File: config.mk
export PLATFORM = sky130hd
export DESIGN_NAME = vlmo_locate
export DESIGN_NICKNAME = d
export VERILOG_FILES = /design/src/rtl/assert_macros.svh /design/src/rtl/vlmo_pkg.sv /design/src/rtl/vlmo_locate.sv
export SDC_FILE = /design/constraint.sdc
export NUM_CORES = 1
export LEC_CHECK = 0
export ABC_CLOCK_PERIOD_IN_PS = 6870
export BUFFER_PORTS_ARGS = -buffer_cell sky130_fd_sc_hd__buf_2
export CAP_MARGIN = 20
export CELL_PAD_IN_SITES_DETAIL_PLACEMENT = 0
export CELL_PAD_IN_SITES_GLOBAL_PLACEMENT = 1
export CORE_ASPECT_RATIO = 1.75
export CORE_MARGIN = 2
export CORE_UTILIZATION = 49
export CTS_BUF_LIST = sky130_fd_sc_hd__clkbuf_16
export DETAILED_ROUTE_END_ITERATION = 8
export GPL_TIMING_DRIVEN = 0
export PLACE_DENSITY_LB_ADDON = 0.1
export SLEW_MARGIN = 10
export SYNTH_ARGS = -nofsm -noshare
export SYNTH_HDL_FRONTEND = slang
export SYNTH_SLANG_ARGS = --single-unit
File: constraint.sdc
create_clock -name clock -period 6.87 [get_ports clock]
set_input_delay 1.0305 -clock clock [delete_from_list [all_inputs] [get_ports clock]]
set_output_delay 1.0305 -clock clock [all_outputs]
set_load 0.03 [all_outputs]
File: src/rtl/assert_macros.svh
// assertion macros shared by the rtl
`ifndef ASSERT_MACROS_SVH
`define ASSERT_MACROS_SVH

`ifndef NO_ASSERTIONS

// checked outside reset
`define VLMO_ASSERT(lbl, clk, rst, prop, msg) \
   lbl: assert property (@(posedge clk) disable iff (rst) prop) else $error(msg);

// checked on every edge, reset included
`define VLMO_ASSERT_ALWAYS(lbl, clk, prop, msg) \
   lbl: assert property (@(posedge clk) prop) else $error(msg);

`else

`define VLMO_ASSERT(lbl, clk, rst, prop, msg)
`define VLMO_ASSERT_ALWAYS(lbl, clk, prop, msg)

`endif

`endif

File: src/rtl/vlmo_pkg.sv
`default_nettype none

package vlmo_pkg;

   localparam int LABEL_COUNT = 32;
   localparam int MAX_VOXELS  = 1048576;

   localparam int MASK_W      = 32;
   localparam int TABLE_DEPTH = 32;
   localparam int LABEL_W     = 5;
   localparam int LABEL_CNT_W = 7;
   localparam int RGB_W       = 24;
   localparam int OP_W        = 3;
   localparam int X_W         = 8;
   localparam int Y_W         = 8;
   localparam int Z_W         = 6;
   localparam int SX_W        = 9;
   localparam int SY_W        = 9;
   localparam int SZ_W        = 7;
   localparam int PART_W      = 15;
   localparam int LIN_W       = 25;
   localparam int ADDR_W      = $clog2(MAX_VOXELS);

   localparam int CSR_ADDR_W  = 2;
   localparam int CSR_DATA_W  = 9;
   localparam int REQ_DATA_W  = 56;
   localparam int RSP_DATA_W  = 32;

   localparam logic [SX_W-1:0] SIZE_X_RESET = SX_W'(128);
   localparam logic [SY_W-1:0] SIZE_Y_RESET = SY_W'(128);
   localparam logic [SZ_W-1:0] SIZE_Z_RESET = SZ_W'(64);
   localparam logic [MASK_W-1:0] ACTIVE_RESET = MASK_W'(1);

   // labels a query may report
   localparam int USED_LABELS = (LABEL_COUNT < MASK_W) ? LABEL_COUNT : MASK_W;
   localparam logic [MASK_W-1:0] LABEL_SPAN = MASK_W'((64'd1 << USED_LABELS) - 64'd1);

   typedef enum logic [OP_W-1:0] {
      OP_SET_BIT     = 3'd0,
      OP_CLEAR_BIT   = 3'd1,
      OP_CLEAR_LABEL = 3'd2,
      OP_ACTIVATE    = 3'd3,
      OP_DEACTIVATE  = 3'd4,
      OP_WRITE_COLOR = 3'd5,
      OP_QUERY       = 3'd6
   } op_type;

   typedef enum logic [CSR_ADDR_W-1:0] {
      CSR_SIZE_X = 2'd0,
      CSR_SIZE_Y = 2'd1,
      CSR_SIZE_Z = 2'd2
   } csr_type;

   typedef enum logic [2:0] {
      ST_INIT,
      ST_IDLE,
      ST_LOC1,
      ST_LOC2,
      ST_DECIDE,
      ST_MODIFY,
      ST_SWEEP,
      ST_REPLY
   } state_type;

   // last field in the lowest bits
   typedef struct packed {
      logic [RGB_W-1:0]   rgb_in;
      logic [LABEL_W-1:0] label;
      logic [Z_W-1:0]     z_coord;
      logic [Y_W-1:0]     y_coord;
      logic [X_W-1:0]     x_coord;
      op_type             opcode;
   } item_type;

   localparam int ITEM_W = $bits(item_type);

   typedef struct packed {
      logic [RGB_W-1:0]   rgb_out;
      logic [LABEL_W-1:0] hit_label;
      logic               hit;
      logic               status;
   } res_type;

   typedef struct packed {
      logic              in_range;
      logic [ADDR_W-1:0] idx;
   } loc_type;

endpackage

`default_nettype wire

File: src/rtl/vlmo_locate.sv
`default_nettype none

// two-stage linear index: x + size_x * (y + size_y * z), with bound check
module vlmo_locate (
   input  wire logic                       clock,
   input  wire logic [vlmo_pkg::X_W-1:0]   x_coord,
   input  wire logic [vlmo_pkg::Y_W-1:0]   y_coord,
   input  wire logic [vlmo_pkg::Z_W-1:0]   z_coord,
   input  wire logic [vlmo_pkg::SX_W-1:0]  size_x,
   input  wire logic [vlmo_pkg::SY_W-1:0]  size_y,
   input  wire logic [vlmo_pkg::SZ_W-1:0]  size_z,
   output vlmo_pkg::loc_type                loc
);

   logic [vlmo_pkg::X_W-1:0]    x_s1_ff;
   logic [vlmo_pkg::PART_W-1:0] part_ff;
   logic                        coord_ok_ff;
   logic [vlmo_pkg::LIN_W-1:0]  lin;
   vlmo_pkg::loc_type           loc_ff;

   always_ff @(posedge clock) begin
      x_s1_ff     <= x_coord;
      part_ff     <= vlmo_pkg::PART_W'(y_coord) +
                     vlmo_pkg::PART_W'(size_y) * vlmo_pkg::PART_W'(z_coord);
      coord_ok_ff <= (vlmo_pkg::SX_W'(x_coord) < size_x) &&
                     (vlmo_pkg::SY_W'(y_coord) < size_y) &&
                     (vlmo_pkg::SZ_W'(z_coord) < size_z);
   end

   assign lin = vlmo_pkg::LIN_W'(x_s1_ff) +
                vlmo_pkg::LIN_W'(size_x) * vlmo_pkg::LIN_W'(part_ff);

   always_ff @(posedge clock) begin
      loc_ff.idx      <= lin[vlmo_pkg::ADDR_W-1:0];
      loc_ff.in_range <= coord_ok_ff && (lin < vlmo_pkg::LIN_W'(vlmo_pkg::MAX_VOXELS));
   end

   assign loc = loc_ff;

endmodule

`default_nettype wire

==> results of run 1 <==
Yosys cell counts (5+ instances only):
cell      instances
nand2_1         100
o21ai_0           8
clkbuf_1         15
xnor2_1          18
a21oi_1          25
nand3_1           5
ha_1            122
o21ai_1           5
a211oi_1          9
nand2b_1          6
nor2_1           16
dfxtp_1          45
a21o_1           26
and2_1          104
inv_1           136
fa_1            131
nor3_1            6
xor2_1           11
state kept, by name (all words and copies together), names as in the netlist:
register and flops:
loc 21, part_ff 15, x_s1_ff 8, coord_ok_ff 1
cell type report:
| type | count | area, um2 | share of cell area [%] |
|---|---|---|---|
| Buffer | 12 | 45.0 | 0.526 |
| Timing Repair Buffer | 67 | 335 | 3.92 |
| Tap cell | 189 | 236 | 2.76 |
| Clock buffer | 5 | 125 | 1.46 |
| Sequential cell | 45 | 901 | 10.5 |
| Inverter | 136 | 510 | 5.96 |
| Clock inverter | 3 | 25.0 | 0.292 |
| Multi-Input combinational cell | 637 | 6390 | 74.6 |
cells in the final DEF, fill, tap and decap left out, types with 16 or more instances in the layout:
master	Yosys	routed
dfxtp_1	45	45
nor2_1	16	16
inv_1	136	136
fa_1	131	131
a21o_1	26	26
nand2_1	100	100
buf_2	0	67
xnor2_1	18	18
a21oi_1	25	25
and2_1	104	104
ha_1	122	122
kinds of logic (layout without fill, tap and decap cells):
family          after synthesis  in the layout  share of synthesized area [%]
fa+ha+maj                   253            253                           52.8
mux                           2              2                          0.255
xor+xnor                     29             29                           3.23
simple gates                255            255                           16.6
buf+inv                     151            223                           7.22
flops                        45             45                           11.5
compound gates               98             98                           8.36
path summary, 6_finish.rpt:
kind,startpoint,endpoint
setup / recovery,size_x[3],loc[20]$_DFF_P_
hold / removal,x_s1_ff[0]$_DFF_P_,loc[0]$_DFF_P_
setup reg to reg,part_ff[7]$_DFF_P_,loc[20]$_DFF_P_
hold reg to reg,x_s1_ff[0]$_DFF_P_,loc[0]$_DFF_P_
routing by layer:
layer / routed length, um / GRT usage (%)
met5: 0 / 0
met4: 412 / 7.62
met3: 355 / 1.58
met2: 10200 / 43.7
met1: 6240 / 23.2
stage by stage:
| step | std cells | utilization [%] | setup WS (ns) | TNS [ns] | hold WS, ns |
|---|---|---|---|---|---|
| finish | 1094 | 54.2 | 0.518 | 0 | 0.468 |
| global route | 1094 | 54.2 | 0.271 | 0 | 0.499 |
| CTS | 1097 | 54.3 | 0.159 | 0 | 0.478 |
| detailed placement | 1089 | 53.3 | -0.144 | -0.233 | 0.460 |
| global placement | 1089 | 53.3 | -0.106 | -0.132 | 0.438 |
| floorplan | 833 | - | 0.857 | 0 | 0.432 |
==> implementation parameters, run 1 <==
Parameter                              Value

Global route
  Antenna violations before repair ... 0
  Via count of the first global-routing pass ... 6515
  Sum of overflow across all layers after global routing ... 0
  Maximum number of pins on one net before global-route repair ... 17
  Global Route Usage Sum ... 21.7%
  First-pass GRT wire length ... 29400 um

Synthesis
  Share of synthesized flip-flops with an asynchronous set or reset ... 0%
  Syn_area_per_cell ... 9.43 um2
  Yosys top cell by area ... fa_1
  Leading post-synthesis cells by cell area ... fa_1 (33%), ha_1 (19%), dfxtp_1 (11%)
  Sequential share of the synthesized area ... 11.5%
  Most used DFF post-synth ... dfxtp_1
  Total number of yosys warnings ... 0
  Area share of the largest cell type after synthesis ... 33.4%
  Nets in the synthesized netlist ... 1134
  Count of mapped cells out of synthesis ... 833
  Number of synthesized flops with an enable pin ... 0
  Flop and latch count out of synthesis ... 45
  Number of unique standard cell types used by synthesis ... 44
  Post-Synthesis Cell Area ... 7850 um2

Critical path
  FF-to-FF path depth ... 18
  Slowest stage cell, crit path ... fa_1
  Count of buffering cells on the critical path with inverters included ... 4
  Critical Path AT ... 6.56 ns
  Worst path most repeated cell ... fa_1
  Highest net fanout along the worst path ... 10
  Critical path depth in cells ... 19
  Critical path, cell by cell ... buf_2 > clkbuf_1 > and2_1 > fa_1 > fa_1 > inv_1 > fa_1 > inv_1 > fa_1 > fa_1 > ha_1 > o21ai_0 > a21oi_1 > a221o_1 > a221o_1 > a21oi_2 > a31o_1 > a32oi_1 > nor4_2
  WS Path Type ... in2reg
  Cell family with the largest share of critical-path delay ... adder cells
  Kind of end point of the critical path ... register
  Delay of the slowest cell on the worst path ... 0.56 ns
  Data required time of the worst path ... 7.08 ns
  Kind of launch point of the worst setup path ... primary input
  Minimum setup slack among reg-to-reg paths ... 1.12 ns

Timing
  Crit share post-route ... 92.5%
  Slew Limit Headroom ... 53.4%
  Number of endpoints with negative hold slack in the final report ... 0
  Number of max-slew violations in the final report ... 0
  Clock period minus final worst setup slack ... 6.35 ns
  Top achievable clock speed ... 0.157 GHz
  Unrepaired setup endpoints after global routing ... no
  Actual transition at the worst max-transition pin ... 0.693 ns
  Skew final ... 0.00883 ns
  Setup violators final ... 0

Placement
  HPWL after DPL ... 15100 um
  Placed instance area ... 8430 um2
  Port Buf Inserts ... 67
  Final weighted congestion of routability-driven global placement ... 0.839

Run status
  Run status ... finished clean

Floorplan
  Initial core utilization ... 49.7%
  Area of the core region ... 15800 um2
  Die Area ... 17100 um2
  Die Width ... 99.7 um
  I/O pins ... 69
  Standard-cell row count ... 61
  Die Y-Extent ... 171 um

Clock network
  Count of hold buffers inserted by post-cts repair ... 0
  Clock sinks ... 45
  Clk pin slew, worst setup/hold paths ... 0.08 ns
  Num CTS Buffers ... 5
  TritonCTS clock tree ... built
  Clock Root Buffer ... clkbuf_16
  Setup Fix Bufs, Post-CTS ... 0
  Resized Gates After CTS ... 0
  Clock buffer depth ... 2
  # H-tree levels ... 2
  Clock network latency to the later pin of the worst-skew pair ... 0.30 ns

Routing
  First DRT Iteration DRCs ... 142
  Antenna Violating Nets Remaining ... 0
  Initial DRT Pass Iterations ... 4
  Final wirelength ... 17200 um
  Detailed-route via count ... 5866
  Wirelength per Cell ... 15.8 um
  Total DRC errors in the routed layout ... 0
  DR vias/cell ... 5.36

Cells and area
  Post-synthesis to final-layout area growth ... 9.05%
  Final Cell Area ... 8560 um2
  Final antenna diode count ... 0
  Filler cells ... 1459
  Fraction of final layout cells with drive strength greater than 1 ... 8.95%
  Final nets ... 1205

Hold path
  Hold crit path type ... reg2reg
  Hold depth ... 1

Flow run
  Count of maximum capacitance violations ... 0
Power of run 1 is not shown: default switching activity piles up to over one toggle a cycle in this logic, so the estimate is an artifact.
==> inputs of run 2 (changes only) <==
--- a/config.mk
+++ b/config.mk
@@ -5,7 +5,7 @@
 export SDC_FILE = /design/constraint.sdc
 export NUM_CORES = 1
 export LEC_CHECK = 0
-export ABC_CLOCK_PERIOD_IN_PS = 6870
+export ABC_CLOCK_PERIOD_IN_PS = 6900
 export BUFFER_PORTS_ARGS = -buffer_cell sky130_fd_sc_hd__buf_2
 export CAP_MARGIN = 20
 export CELL_PAD_IN_SITES_DETAIL_PLACEMENT = 0
==> constraint.sdc (replaced) <==
create_clock -name clock -period 6.9 [get_ports clock]
set_input_delay 1.035 -clock clock [delete_from_list [all_inputs] [get_ports clock]]
set_output_delay 1.035 -clock clock [all_outputs]
set_load 0.03 [all_outputs]
==> run 2 against run 1 <==
Effect of this change:
- critical path depth is 1 higher
- routed wire length down 0.16%
- utilization about the same
- clock-buffer cell count stayed put
- worst hold slack about the same
- setup slack got worse by 0.23 ns
==> implementation parameters, run 2 (synthesis results as in run 1) <==
Parameter                              Value

Run status
  Run status ... finished clean

Clock network
  Count of hold buffers inserted by post-cts repair ... 0
  Clock network latency to the later pin of the worst-skew pair ... 0.30 ns
  Clock sinks ... 45
  Clk pin slew, worst setup/hold paths ... 0.08 ns
  Setup Fix Bufs, Post-CTS ... 0
  # H-tree levels ... 2
  Clock Root Buffer ... clkbuf_16
  Clock buffer depth ... 2
  TritonCTS clock tree ... built
  Num CTS Buffers ... 5
  Resized Gates After CTS ... 0

Hold path
  Hold crit path type ... reg2reg

Timing
  Actual transition at the worst max-transition pin ... 0.694 ns
  Number of endpoints with negative hold slack in the final report ... 0
  Unrepaired setup endpoints after global routing ... no
  Setup violators final ... 0
  Slew Limit Headroom ... 53.3%
  Crit share post-route ... 95.8%
  Number of max-slew violations in the final report ... 0
  Clock period minus final worst setup slack ... 6.61 ns
  Top achievable clock speed ... 0.151 GHz
  Skew final ... 0.00954 ns

Cells and area
  Filler cells ... 1461
  Number of flip-flops under the largest register name ... 21
  Highest-count cells in the layout ignoring fill and taps ... inv_1 (136), fa_1 (131), ha_1 (122), and2_1 (104), nand2_1 (100)
  Final antenna diode count ... 0
  Most common cell after layout, fill and taps aside ... inv_1
  Fraction of final layout cells with drive strength greater than 1 ... 8.94%
  Final Instance Count excl. Fillers ... 1095
  Final nets ... 1206
  Post-synthesis to final-layout area growth ... 9.10%

Global route
  First-pass GRT wire length ... 29400 um
  Via count of the first global-routing pass ... 6515
  Global Route Usage Sum ... 21.7%
  Sum of overflow across all layers after global routing ... 0
  Antenna violations before repair ... 0
  Maximum number of pins on one net before global-route repair ... 17

Routing
  DR vias/cell ... 5.34
  Initial DRT Pass Iterations ... 4
  First DRT Iteration DRCs ... 157
  Wirelength per Cell ... 15.7 um
  Total DRC errors in the routed layout ... 0
  Antenna Violating Nets Remaining ... 0
  Final wirelength ... 17200 um
  Detailed-route via count ... 5850

Critical path
  Highest net fanout along the worst path ... 10
  Kind of launch point of the worst setup path ... primary input
  WS Path Type ... in2reg
  Critical Path AT ... 6.82 ns
  Cell family with the largest share of critical-path delay ... adder cells
  Critical path, cell by cell ... buf_2 > clkbuf_1 > nand2_1 > fa_1 > inv_1 > fa_1 > inv_1 > fa_1 > inv_1 > fa_1 > fa_1 > ha_1 > o21ai_0 > a21oi_1 > a221o_1 > a221o_1 > a21oi_2 > a31o_1 > a32oi_1 > nor4_2
  Slowest stage cell, crit path ... fa_1
  Kind of end point of the critical path ... register
  Count of buffering cells on the critical path with inverters included ... 5
  Delay of the slowest cell on the worst path ... 0.56 ns
  Data required time of the worst path ... 7.11 ns
  Worst path most repeated cell ... fa_1

Floorplan
  Die Width ... 99.7 um
  Initial core utilization ... 49.7%
  Die Area ... 17100 um2
  Area of the core region ... 15800 um2
  Die Y-Extent ... 171 um
  Standard-cell row count ... 61
  I/O pins ... 69

Placement
  Final weighted congestion of routability-driven global placement ... 0.839
  Port Buf Inserts ... 67
  HPWL after DPL ... 15100 um
  Cell count after placement ... 1089

Flow run
  Count of maximum capacitance violations ... 0
-- run 2: cell count changes in the layout (fill, tap and decap cells not counted), sizes merged --
cell | before | now
clkbuf | 17 | 18
-- run 2: metrics by stage --
stage | instance area, um2 | hold slack [ns] | util (%) | TNS [ns] | setup slack, ns
floorplan | 7850 | 0.432 | - | 0 | 0.883
global placement | 8430 | 0.438 | 53.3 | -0.0809 | -0.0809
detailed placement | 8430 | 0.460 | 53.3 | -0.157 | -0.118
CTS | 8580 | 0.478 | 54.3 | 0 | 0.185
global route | 8570 | 0.499 | 54.2 | 0 | 0.00480
finish | 8570 | 0.468 | 54.2 | 0 | 0.288
-- run 2: metal layers --
layer / global-route usage (%) / wire length [um] / vias to the layer above
li1: - / - / 2782
met1: 23.2 / 6230 / 2954
met2: 43.7 / 10200 / 88
met3: 1.58 / 362 / 26
met4: 7.62 / 444 / 0
met5: 0 / 0 / -
-- run 2: final timing paths --
kind | startpoint | end | slack, ns | cells past startpoint
worst max-delay path | size_x[0] | loc[20]$_DFF_P_ | 0.29 | 20
worst min-delay path | x_s1_ff[0]$_DFF_P_ | loc[0]$_DFF_P_ | 0.47 | 1
worst max register to register | part_ff[7]$_DFF_P_ | loc[20]$_DFF_P_ | 1.15 | 18
worst min register to register | x_s1_ff[0]$_DFF_P_ | loc[0]$_DFF_P_ | 0.47 | 1
-- run 2: cell type report --
class	count	area [um2]	area share (%)
multi-input cells	637	6390	74.5
flip-flops and latches	45	901	10.5
inverters	136	510	5.96
repair buffers	67	335	3.91
well taps	189	236	2.76
clock buffers	5	125	1.46
plain buffers	13	48.8	0.570
clock inverters	3	25.0	0.292
Power of run 2 is left out for the same reason.
